$ cat src/design/dpc_pkg.sv
// Package with the shared types and constants of the disk port controller.
`default_nettype none
package dpc_pkg;

  localparam int SectorBytes     = 128;
  localparam int SectorsPerTrack = 64;
  localparam int PosW            = 22;
  localparam int SecShift        = $clog2(SectorBytes);
  localparam int TrkShift        = $clog2(SectorsPerTrack);
  localparam int PhaseW          = 4;

  localparam logic [PhaseW-1:0] PHASE_FIRST = 4'd1;
  localparam logic [PhaseW-1:0] PHASE_UNIT  = 4'd1;
  localparam logic [PhaseW-1:0] PHASE_TRACK = 4'd2;
  localparam logic [PhaseW-1:0] PHASE_SECT  = 4'd3;
  localparam logic [PhaseW-1:0] PHASE_FMT0  = 4'd4;
  localparam logic [PhaseW-1:0] PHASE_SEEK  = 4'd7;
  localparam logic [PhaseW-1:0] PHASE_MAX   = 4'd8;
  localparam logic [PhaseW-1:0] PHASE_ZERO  = 4'd0;

  // Access kinds.
  localparam logic CMD_READ  = 1'b0;
  localparam logic CMD_WRITE = 1'b1;

  // Port numbers.
  localparam logic [7:0] PORT_01   = 8'h01;
  localparam logic [7:0] PORT_02   = 8'h02;
  localparam logic [7:0] PORT_2A   = 8'h2a;
  localparam logic [7:0] PORT_2B   = 8'h2b;
  localparam logic [7:0] PORT_AA   = 8'haa;
  localparam logic [7:0] PORT_AB   = 8'hab;
  localparam logic [7:0] PORT_DATA = 8'hae;
  localparam logic [7:0] PORT_CTRL = 8'haf;

  // Function codes.
  localparam logic [7:0] FN_DISK   = 8'd0;
  localparam logic [7:0] FN_DISK2  = 8'd2;
  localparam logic [7:0] FN_SSTAT  = 8'd4;
  localparam logic [7:0] FN_BUSY   = 8'd8;
  localparam logic [7:0] FN_FORMAT = 8'd10;
  localparam logic [7:0] FN_CLOCK  = 8'd11;

  // Constant bytes.
  localparam logic [7:0] CODE_IDLE  = 8'hcb;
  localparam logic [7:0] ST_READY   = 8'h4a;
  localparam logic [7:0] ST_PEND    = 8'h48;
  localparam logic [7:0] ST_DONE    = 8'h50;
  localparam logic [7:0] ID_2A      = 8'h37;
  localparam logic [7:0] ID_AA      = 8'h38;
  localparam logic [7:0] ID_ONE     = 8'h01;
  localparam logic [7:0] SS_BASE    = 8'h02;
  localparam logic [7:0] SS_FLOPPY  = 8'h80;

  typedef struct packed {
    logic [15:0] clock_ms;
    logic [7:0]  disk_byte;
    logic [7:0]  write_data;
    logic [7:0]  port;
    logic        cmd;
  } item_t;

  typedef struct packed {
    logic            bad_port;
    logic            unit_select;
    logic            format_req;
    logic [PosW-1:0] seek_pos;
    logic            seek_req;
    logic            disk_write_req;
    logic            disk_read_req;
    logic [7:0]      read_data;
  } result_t;

endpackage
`default_nettype wire

$ cat src/design/disk_port_controller.sv
// Top level of the disk port controller.
//
//   channel  direction  payload
//   in_      slave      tuser: cmd; tdata: port, write_data, disk_byte, clock_ms
//   out_     master     tdata: read_data, request flags, seek_pos, unit, bad_port
//   cfg_     slave      data: floppy_present
//
// One access per cycle sustained while results are taken; each access passes
// through the input register, then through the decode into the result register.
// Reset clears all control state and the controller registers.
// A stalled result holds the access in the input register, which frees again
// in the same cycle the result transfer completes.
`default_nettype none
module disk_port_controller import dpc_pkg::*; (
  input  wire         clk,
  input  wire         rst_n,
  input  wire         in_tvalid,
  output logic        in_tready,
  input  wire  [39:0] in_tdata,   // port, write_data, disk_byte, clock_ms
  input  wire  [0:0]  in_tuser,   // cmd
  output logic        out_tvalid,
  input  wire         out_tready,
  output logic [39:0] out_tdata,  // read_data, disk_read_req, disk_write_req, seek_req,
                                  // seek_pos, format_req, unit_select, bad_port, zero pad
  input  wire         cfg_valid,
  output logic        cfg_ready,
  input  wire  [0:0]  cfg_data    // floppy_present
);

  item_t   in_item, item;
  result_t res, out_res;
  logic    item_valid, space, fire;
  logic    floppy_r;

  assign in_item   = {in_tdata, in_tuser[0]};
  assign fire      = item_valid && space;
  assign cfg_ready = 1'b1;
  assign out_tdata = {{(40 - $bits(result_t)){1'b0}}, out_res};

  always_ff @(posedge clk) begin
    if (!rst_n) begin
      floppy_r <= 1'b0;
    end else if (cfg_valid) begin
      floppy_r <= cfg_data[0];
    end
  end

  dpc_in_stage u_in (
    .clk        (clk),
    .rst_n      (rst_n),
    .in_valid   (in_tvalid),
    .in_ready   (in_tready),
    .in_item    (in_item),
    .take       (fire),
    .item_valid (item_valid),
    .item       (item)
  );

  dpc_core u_core (
    .clk            (clk),
    .rst_n          (rst_n),
    .fire           (fire),
    .floppy_present (floppy_r),
    .item           (item),
    .res            (res)
  );

  dpc_out_stage u_out (
    .clk       (clk),
    .rst_n     (rst_n),
    .fire      (fire),
    .res       (res),
    .space     (space),
    .out_valid (out_tvalid),
    .out_ready (out_tready),
    .out_res   (out_res)
  );

endmodule
`default_nettype wire

$ cat src/design/dpc_in_stage.sv
// Input register stage of the disk port controller.
`default_nettype none
module dpc_in_stage import dpc_pkg::*; (
  input  wire   clk,
  input  wire   rst_n,
  input  wire   in_valid,
  output logic  in_ready,
  input  item_t in_item,
  input  wire   take,
  output logic  item_valid,
  output item_t item
);

  logic  valid_r, valid_nxt;
  item_t item_r;

  assign in_ready   = !valid_r || take;
  assign item_valid = valid_r;
  assign item       = item_r;

  always_comb begin
    valid_nxt = valid_r;
    if (in_valid && in_ready) begin
      valid_nxt = 1'b1;
    end else if (take) begin
      valid_nxt = 1'b0;
    end
  end

  always_ff @(posedge clk) begin
    if (!rst_n) begin
      valid_r <= 1'b0;
    end else begin
      valid_r <= valid_nxt;
    end
  end

  always_ff @(posedge clk) begin
    if (in_valid && in_ready) begin
      item_r <= in_item;
    end
  end

endmodule
`default_nettype wire

$ cat src/design/dpc_core.sv
// Port decode and controller state update for one access.
`default_nettype none
module dpc_core import dpc_pkg::*; (
  input  wire     clk,
  input  wire     rst_n,
  input  wire     fire,
  input  wire     floppy_present,
  input  item_t   item,
  output result_t res
);

  logic [7:0]        pending_r, pending_nxt;
  logic [7:0]        func_r, func_nxt;
  logic [PhaseW-1:0] phase_r, phase_nxt;
  logic              unit_r, unit_nxt;
  logic [7:0]        track_r, track_nxt;
  logic [7:0]        sector_r, sector_nxt;
  logic [7:0]        status_r, status_nxt;
  logic [7:0]        sstat_r, sstat_nxt;
  logic              half_r, half_nxt;

  logic [PhaseW-1:0] phase_adv;
  logic [14:0]       blk;
  logic [14:0]       blk_m1;
  logic              any_req;

  assign phase_adv = (phase_r < PHASE_MAX) ? phase_r + PHASE_FIRST : PHASE_MAX;
  assign blk    = {1'b0, track_r, {TrkShift{1'b0}}} + {7'b0, sector_r};
  assign blk_m1 = blk - 15'd1;

  always_comb begin
    pending_nxt = pending_r;
    func_nxt    = func_r;
    phase_nxt   = phase_r;
    unit_nxt    = unit_r;
    track_nxt   = track_r;
    sector_nxt  = sector_r;
    status_nxt  = status_r;
    sstat_nxt   = sstat_r;
    half_nxt    = half_r;
    res         = '0;

    if (item.cmd == CMD_READ) begin
      unique case (item.port) inside
        PORT_01, PORT_02: res.read_data = 8'h00;
        PORT_2A:          res.read_data = ID_2A;
        PORT_2B, PORT_AB: res.read_data = ID_ONE;
        PORT_AA:          res.read_data = ID_AA;
        PORT_DATA: begin
          if (func_r == FN_DISK) begin
            res.read_data     = item.disk_byte;
            res.disk_read_req = 1'b1;
          end else if (func_r == FN_CLOCK) begin
            res.read_data = half_r ? item.clock_ms[7:0] : item.clock_ms[15:8];
            half_nxt      = !half_r;
          end else if (func_r == FN_SSTAT) begin
            res.read_data = sstat_r;
          end
        end
        PORT_CTRL: begin
          res.read_data = status_r;
          if (func_r == FN_DISK || func_r == FN_DISK2 || func_r == FN_CLOCK) begin
            status_nxt = ST_DONE;
          end
        end
        default: res.bad_port = 1'b1;
      endcase
    end else begin
      unique case (item.port) inside
        PORT_02, PORT_2B, PORT_AB: ;
        PORT_DATA: begin
          if (func_r == FN_DISK || func_r == FN_DISK2 || func_r == FN_FORMAT) begin
            phase_nxt = phase_adv;
            if (phase_r == PHASE_UNIT) begin
              unit_nxt = item.write_data[0];
            end else if (phase_r == PHASE_TRACK) begin
              track_nxt = item.write_data;
            end else if (phase_r == PHASE_SECT) begin
              sector_nxt = item.write_data;
            end else if (func_r == FN_FORMAT) begin
              if (phase_r != PHASE_FMT0) begin
                res.format_req = 1'b1;
              end
            end else if (phase_r == PHASE_SEEK) begin
              // An all-zero track and sector would seek before the start of the disk.
              if (blk != 15'd0) begin
                res.seek_req = 1'b1;
                res.seek_pos = {blk_m1, {SecShift{1'b0}}};
              end
            end else if (phase_r >= PHASE_MAX || phase_r == PHASE_ZERO) begin
              res.disk_write_req = 1'b1;
              status_nxt         = ST_DONE;
            end
          end
        end
        PORT_CTRL: begin
          if (~item.write_data == pending_r) begin
            func_nxt    = pending_r;
            pending_nxt = CODE_IDLE;
            phase_nxt   = PHASE_FIRST;
            case (pending_r) inside
              FN_DISK, FN_DISK2, FN_FORMAT, FN_CLOCK: begin
                status_nxt = ST_READY;
                half_nxt   = 1'b1;
              end
              FN_SSTAT: begin
                status_nxt = ST_READY;
                sstat_nxt  = floppy_present ? (SS_BASE | SS_FLOPPY) : SS_BASE;
              end
              FN_BUSY: status_nxt = ST_DONE;
              default: sstat_nxt = SS_BASE;
            endcase
          end else begin
            pending_nxt = item.write_data;
            status_nxt  = ST_PEND;
          end
        end
        default: res.bad_port = 1'b1;
      endcase
    end

    any_req = res.disk_read_req | res.disk_write_req | res.seek_req | res.format_req;
    res.unit_select = any_req ? unit_nxt : 1'b0;
  end

  always_ff @(posedge clk) begin
    if (!rst_n) begin
      pending_r <= CODE_IDLE;
      func_r    <= FN_DISK;
      phase_r   <= PHASE_FIRST;
      unit_r    <= 1'b0;
      track_r   <= 8'h00;
      sector_r  <= 8'h00;
      status_r  <= 8'h00;
      sstat_r   <= 8'h00;
      half_r    <= 1'b1;
    end else if (fire) begin
      pending_r <= pending_nxt;
      func_r    <= func_nxt;
      phase_r   <= phase_nxt;
      unit_r    <= unit_nxt;
      track_r   <= track_nxt;
      sector_r  <= sector_nxt;
      status_r  <= status_nxt;
      sstat_r   <= sstat_nxt;
      half_r    <= half_nxt;
    end
  end

endmodule
`default_nettype wire

$ cat src/design/dpc_out_stage.sv
// Result register stage of the disk port controller.
`default_nettype none
module dpc_out_stage import dpc_pkg::*; (
  input  wire     clk,
  input  wire     rst_n,
  input  wire     fire,
  input  result_t res,
  output logic    space,
  output logic    out_valid,
  input  wire     out_ready,
  output result_t out_res
);

  logic    valid_r, valid_nxt;
  result_t res_r;

  assign space     = !valid_r || out_ready;
  assign out_valid = valid_r;
  assign out_res   = res_r;

  always_comb begin
    valid_nxt = valid_r;
    if (fire) begin
      valid_nxt = 1'b1;
    end else if (out_ready) begin
      valid_nxt = 1'b0;
    end
  end

  always_ff @(posedge clk) begin
    if (!rst_n) begin
      valid_r <= 1'b0;
    end else begin
      valid_r <= valid_nxt;
    end
  end

  always_ff @(posedge clk) begin
    if (fire) begin
      res_r <= res;
    end
  end

endmodule
`default_nettype wire

$ cat config.mk
export PLATFORM = sky130hd
export DESIGN_NAME = disk_port_controller
export DESIGN_NICKNAME = d
export VERILOG_FILES = /design/src/design/dpc_pkg.sv /design/src/design/disk_port_controller.sv /design/src/design/dpc_in_stage.sv /design/src/design/dpc_core.sv /design/src/design/dpc_out_stage.sv
export SDC_FILE = /design/constraint.sdc
export NUM_CORES = 1
export LEC_CHECK = 0
export ABC_AREA = 1
export BUFFER_PORTS_ARGS = -buffer_cell sky130_fd_sc_hd__buf_4
export CAP_MARGIN = 20
export CORE_MARGIN = 2
export CORE_UTILIZATION = 47
export DETAILED_ROUTE_END_ITERATION = 10
export MAX_ROUTING_LAYER = met4
export PLACE_DENSITY = 0.7
export SYNTH_ARGS = -nofsm -noshare
export SYNTH_HDL_FRONTEND = slang
export SYNTH_SLANG_ARGS = --single-unit
$ cat constraint.sdc
create_clock -name clk -period 2.7 [get_ports clk]
set_input_delay 0.27 -clock clk [delete_from_list [all_inputs] [get_ports clk]]
set_output_delay 0.27 -clock clk [all_outputs]
set_load 0.05 [all_outputs]
Yosys cells after proc, flatten, opt, wreduce, memory -nomap -nowiden
Index checks and enable logic that the tools add are counted.
- bits in registers: 134
- input bits: 47
- output and inout bits: 43
- word-level logic and storage cells: 179
- $add $sub $neg: 3
- magnitude comparators: 2
- equality and inequality tests: 38
- mux-type cells: 62
- bitwise operators: 12
- reductions and logical operators: 36
- operators with widths (kind ; number):
    $mux 8 ; 22
    $mux 25 ; 6
    $mux 23 ; 2
    $eq 8x4->1 const B ; 5
    $pmux 8 s5 ; 1
    $eq 8x8->1 const B ; 4
    $eq 8x2->1 const B ; 3
    $mux 1 ; 24
    $mux 24 ; 1
    $ne 3x3->1 const B ; 7
    $eq 8x3->1 const B ; 2
    $eq 8x6->1 const B ; 2
    $logic_not 8->1 ; 2
    $pmux 8 s2 ; 1
    $reduce_or 8->1 ; 2
    $add 14x8->15 ; 1
    $reduce_bool 15->1 ; 1
    $sub 15x1->15 const B ; 1
    $reduce_and 7->1 ; 2
    $reduce_bool 2->1 ; 7
    $mux 4 ; 3
    $reduce_and 12->1 ; 1
    $reduce_and 6->1 ; 2
    $mux 9 ; 1
    27 further kinds ; 50

Logic depth before layout (Yosys ltp)
- depth after elaboration: 14
- depth in mapped cells: 13
- depth with buffers taken out: 13

Cells and area by module
Synthesis repeated with hierarchy kept, for this count alone.
- cell total of the unflattened synthesis: 680
- area, all modules: 5954.5 sq um
- by module, submodules not included (module ; times used ; cells each ; area each (sq um) ; seq. area each (sq um)):
    dpc_core ; 1 ; 575 ; 3450.8 ; 880.8
    dpc_in_stage ; 1 ; 48 ; 1282.5 ; 1251.2
    dpc_out_stage ; 1 ; 42 ; 1127.3 ; 1101.1
    disk_port_controller ; 1 ; 15 ; 93.8 ; 20.0

Worst setup path after synthesis
OpenSTA, ideal clock, no wires.
- kind: register to register
- start point: reg u_out.valid_r, in the netlist u_out.out_valid
- end point: reg u_in.item_r, in the netlist u_in.item[0], enable pin
- library setup time: 0.395 ns
- arrival time: 1.934 ns
- required time: 2.305 ns
- slack: 0.371 ns
- cell stages (with the launch flop): 4
- clock period less this slack: 2.329 ns
- cells stage by stage: dfxtp_1 -> nand3_1 -> nand2_1 -> inv_1
- longest elaborated chain between the ends: 5
- ends and longest elaborated chain (item ; line ; source):
    from (decl) ; dpc_out_stage.sv:14 ; logic valid_r, valid_nxt;
    from (signal assigned) ; dpc_out_stage.sv:34 ; valid_r <= valid_nxt;
    $logic_not 1->1 ; dpc_out_stage.sv:17 ; assign space = !valid_r || out_ready;
    $logic_or 1x1->1 ; dpc_out_stage.sv:17 ;
    $logic_and 1x1->1 ; disk_port_controller.sv:36 ; assign fire = item_valid && space;
    $logic_or 1x1->1 ; dpc_in_stage.sv:17 ; assign in_ready = !valid_r || take;
    via in_tready ; disk_port_controller.sv:18 ; output logic in_tready,
    $logic_and 1x1->1 ; dpc_in_stage.sv:39 ; if (in_valid && in_ready) begin
    to (signal assigned) ; dpc_in_stage.sv:40 ; item_r <= in_item;
    to (decl) ; dpc_in_stage.sv:15 ; item_t item_r;
The timed path passes the listed nets, and every way through them passes these cells.
A chain may end at the register's enable or synchronous reset.

Worst setup path in the final report
- start point: reg u_core.sector_r[6]
- end point: reg u_out.res_r, in the netlist u_out.out_res[34], data pin
- longest elaborated chain between the ends: 13
- ends and longest elaborated chain (item ; line ; source):
    from (decl) ; dpc_core.sv:17 ; logic [7:0] sector_r, sector_nxt;
    from (signal assigned) ; dpc_core.sv:143 ; sector_r <= sector_nxt;
    $add 14x8->15 ; dpc_core.sv:28 ; assign blk = {1'b0, track_r, {TrkShift{1'b0}}} + {7'b0, sector_r};
    $reduce_bool 15->1 ; dpc_core.sv:86 ; if (blk != 15'd0) begin
    $mux 23 ; dpc_core.sv:86 ;
    $mux 23 ; dpc_core.sv:84 ; end else if (phase_r == PHASE_SEEK) begin
    $mux 24 ; dpc_core.sv:80 ; end else if (func_r == FN_FORMAT) begin
    $mux 25 ; dpc_core.sv:78 ; end else if (phase_r == PHASE_SECT) begin
    $mux 25 ; dpc_core.sv:76 ; end else if (phase_r == PHASE_TRACK) begin
    $mux 25 ; dpc_core.sv:74 ; if (phase_r == PHASE_UNIT) begin
    $mux 25 ; dpc_core.sv:72 ; if (func_r == FN_DISK || func_r == FN_DISK2 || func_r == FN_FORMAT) begin
    $mux 25 ; dpc_core.sv:69 ; unique case (item.port) inside
    $mux 25 ; dpc_core.sv:43 ; if (item.cmd == CMD_READ) begin
    $or 1x1->1 (2 in a row) ; dpc_core.sv:122 ; any_req = res.disk_read_req | res.disk_write_req | res.seek_req | res.format_req;
    to (signal assigned) ; dpc_out_stage.sv:40 ; res_r <= res;
    to (decl) ; dpc_out_stage.sv:15 ; result_t res_r;
Every way passes these cells.

==> results.md <==
* Syn Inst Count at 674
* Fraction of synthesis flops using an asynchronous set or reset pin at 0%
* CP cell instances: ha_1, fa_1, nand2_1, inv_1, nand2_1, xor2_1, nor2_1, nand3_1, nand2_2, a21oi_1
* Cell Int Power at 3342 µW
* Slew headroom at 60.80%
* P_sw at 1068 µW
* Detailed-route wire length at 12330 µm
* Largest net degree at the start of global routing at 36
* DRC viols at 0
* Initial core utilization at 47.95%
* Finish-stage setup viols at 0
* PnR Total Power at 4410 µW
* Unrepaired setup endpoints after global routing: no
* Vias per inst at 5.033
* Seq pwr share at 45.0%
* GPL Wtd Cong at 0.8710
* Final critical-path share of the clock period at 87.65%
* DR pass1 iterations at 5
* Most frequent CP cell: nand2_1
* Crit path largest cell delay at 470 ps
* Number of cell rows at 40
* Layout cells sized above 1 at 18.55%
* Crit-path slowest cell: fa_1
* IO Pins at 90
* Worst vdd ir at 0.2759 mV
* #FFs+latches synth at 117
* Root Driver: clkbuf_16
* GRT Overall Usage at 20.54%
* Latest clock arrival within the worst-skew pair at 410 ps
* Initial antenna violation count at 0
* WP data required at 2850 ps
* CTS tree: yes
* Maximum clock path buffer count at 2
* H-tree Lvls at 4
* Critical Path AT at 2510 ps
* Fmax at 0.4226 GHz
* Yosys warning count at 0
* Cts bufs inserted at 17
* Clock share of power at 48.5%
* Critical Path Start Type: flip-flop
* Clk pin slew, worst setup/hold paths at 60 ps
* Port Buffers at 77
* Max-Cap Viols at 0
* Hold buffers post-CTS at 0
* Worst Skew at 8.646 ps
* Post-route ant nets at 0
* Final HPWL DP at 8966 µm
* Run status: finished, final reports clean
* ANT cells at 0
* P_leak at 0.003224 µW
* Finished Core Util at 58.34%
* Mapped Area at 5736 µm²
* DRT iter0 DRCs at 278
* Sw frac at 24.22%
* Ys flop type: edfxtp_1
* EDFF count, synth at 70
* Yosys cell types at 46
* Setup TNS Final at 0 ps
* Layout area overhead at 21.66%
* Worst setup EP type: flip-flop
* Clock tree sinks at 117
* Placed cells at 886
* Worst-Margin Slew at 583.1 ps
* Die Y-Extent at 114.5 µm
* Power per Cell Area at 632.0 nW/µm²
* Placed Instance Area at 6410 µm²
* Kind of critical path: flip-flop to flip-flop
* Post-CTS sizing at 0
* Post-synthesis sequential area ratio at 53.05%
* Fin crit period at 2367 ps
* Fin. Hold Viols at 0
* Hold crit path type: input port to flip-flop
* Core area at 11960 µm²
* Nets@finish at 814
* Slew Limit Fails at 0
* Via Count at 4620
* R2R setup slack at 330 ps
* Final instance area at 6978 µm²
* Non-Filler Instances at 918
* WL per Instance at 13.43 µm
* Vias in the first global route at 4397
* Comb power frac at 6.5%
* Die X-Extent at 114.5 µm
* Worst-path fanout max at 15
* First-pass GRT wire length at 20520 µm
* Global route overflow at 0
* Postcts setup bufs at 0
* Post-Syn Area per Cell at 8.510 µm²
* DIE AREA at 13100 µm²
[sequential cells by signal, indices dropped and copies added (netlist names), 4 cells and up]
register	flops
u_in.item	41
u_out.out_res	29
u_core.func_r	8
u_core.pending_r	8
u_core.sector_r	8
u_core.track_r	8
u_core.phase_r	4
u_core.status_r	4
[cell usage in the layout, fill, tap and decap left out, drive strengths merged]
cell type / n
edfxtp: 70
xnor2: 5
clkinvlp: 3
a211oi: 1
mux2: 2
or2: 2
fa: 1
mux2i: 2
buf: 80
a31oi: 4
ha: 8
nand3: 37
a21oi: 46
nor2: 90
nor4: 3
nand2: 165
clkbuf: 18
nand3b: 1
clkinv: 7
o22ai: 6
bufinv: 1
o21ai: 35
and2: 2
conb: 12
nand4: 13
o2111ai: 1
inv: 97
dfxtp: 47
o31ai: 1
o211ai: 4
nor3: 4
xor2: 3
[critical path: cells and delay by family (launching register included)]
kind	cells	cell delay, ps
and+or+nand+nor	5	830
adders and majority gates	2	700
DFF	1	320
AOI/OAI and AO/OA	1	110
xor gates and xnor gates	1	80
buffers and inverters	1	60
[routing by layer]
layer  wire, µm  part of all wire (%)  vias up  global-route usage (%)
met5          0                     0        -                       -
met4        172                   1.4        0                   7.236
met3        680                   5.5       18                   4.659
met2       5783                    47      148                   31.95
met1       5690                    46     2099                   26.50
li1           -                     -     2355                       -
[power by group through the flow]
| stage | Combinational [µW] | Clock [µW] | Sequential (µW) |
|---|---|---|---|
| 2_1_floorplan | 132 | 0 | 2080 |
| 5_1_grt | 309 | 2240 | 1990 |
| 6_report | 286 | 2140 | 1990 |
| 4_1_cts | 288 | 2170 | 1990 |
| 3_3_place_gp | 282 | 0 | 2020 |
| 3_5_place_dp | 287 | 0 | 2020 |
[cell usage after synthesis (all sizes together), types with 4 or more instances]
cell type  number  area share, %
nand3          37            3.2
nand4          13            1.4
edfxtp         70             37
dfxtp          47             16
clkbuf          9           0.59
o21ai          35            3.2
o211ai          4           0.52
nor3            4           0.44
nor2           90            6.9
buf            16            2.2
inv            94            6.2
a21oi          46            4.3
o22ai           6           0.65
ha              8            1.7
nand2         165             11
a31oi           4           0.44
xnor2           5           0.76
[logic make-up after synthesis]
kind of cell / Yosys count / synth area share, %
compound gates: 98 / 9.555
xor+xnor: 8 / 1.222
fa+ha+maj: 9 / 2.094
buf+inv: 119 / 8.988
flops: 117 / 53.05
mux: 4 / 0.7417
other cells: 2 / 0.1309
simple gates: 317 / 24.21
[per-stage QoR]
step | hold WS (ps) | setup slack (ps)
final | 28.64 | 333.5
after global placement | 443.0 | 445.9
after CTS | 15.63 | 345.6
after detailed placement | 442.2 | 363.2
after global routing | 18.72 | 215.7
after floorplan | 364.5 | 371.1
[layout make-up]
class                           instances  area, µm²
Clock buffer                           18      439.2
Clock inverter                         14      128.9
Fill cell                            1051       4984
Inverter                               94      355.3
Multi-Input combinational cell        448       2215
Sequential cell                       117       3043
Tap cell                              147      183.9
Timing Repair Buffer                   80      613.1
[worst paths after layout]
check,depth (start not counted),end,from
max,10,u_out.out_res[34],u_core.sector_r[6]
min,1,u_in.item[36],in_tdata[35]
max reg2reg,10,u_out.out_res[34],u_core.sector_r[6]
min reg2reg,2,u_core.status_r[6],u_core.status_r[6]
No activity file was read; power rests on OpenSTA's default activity.
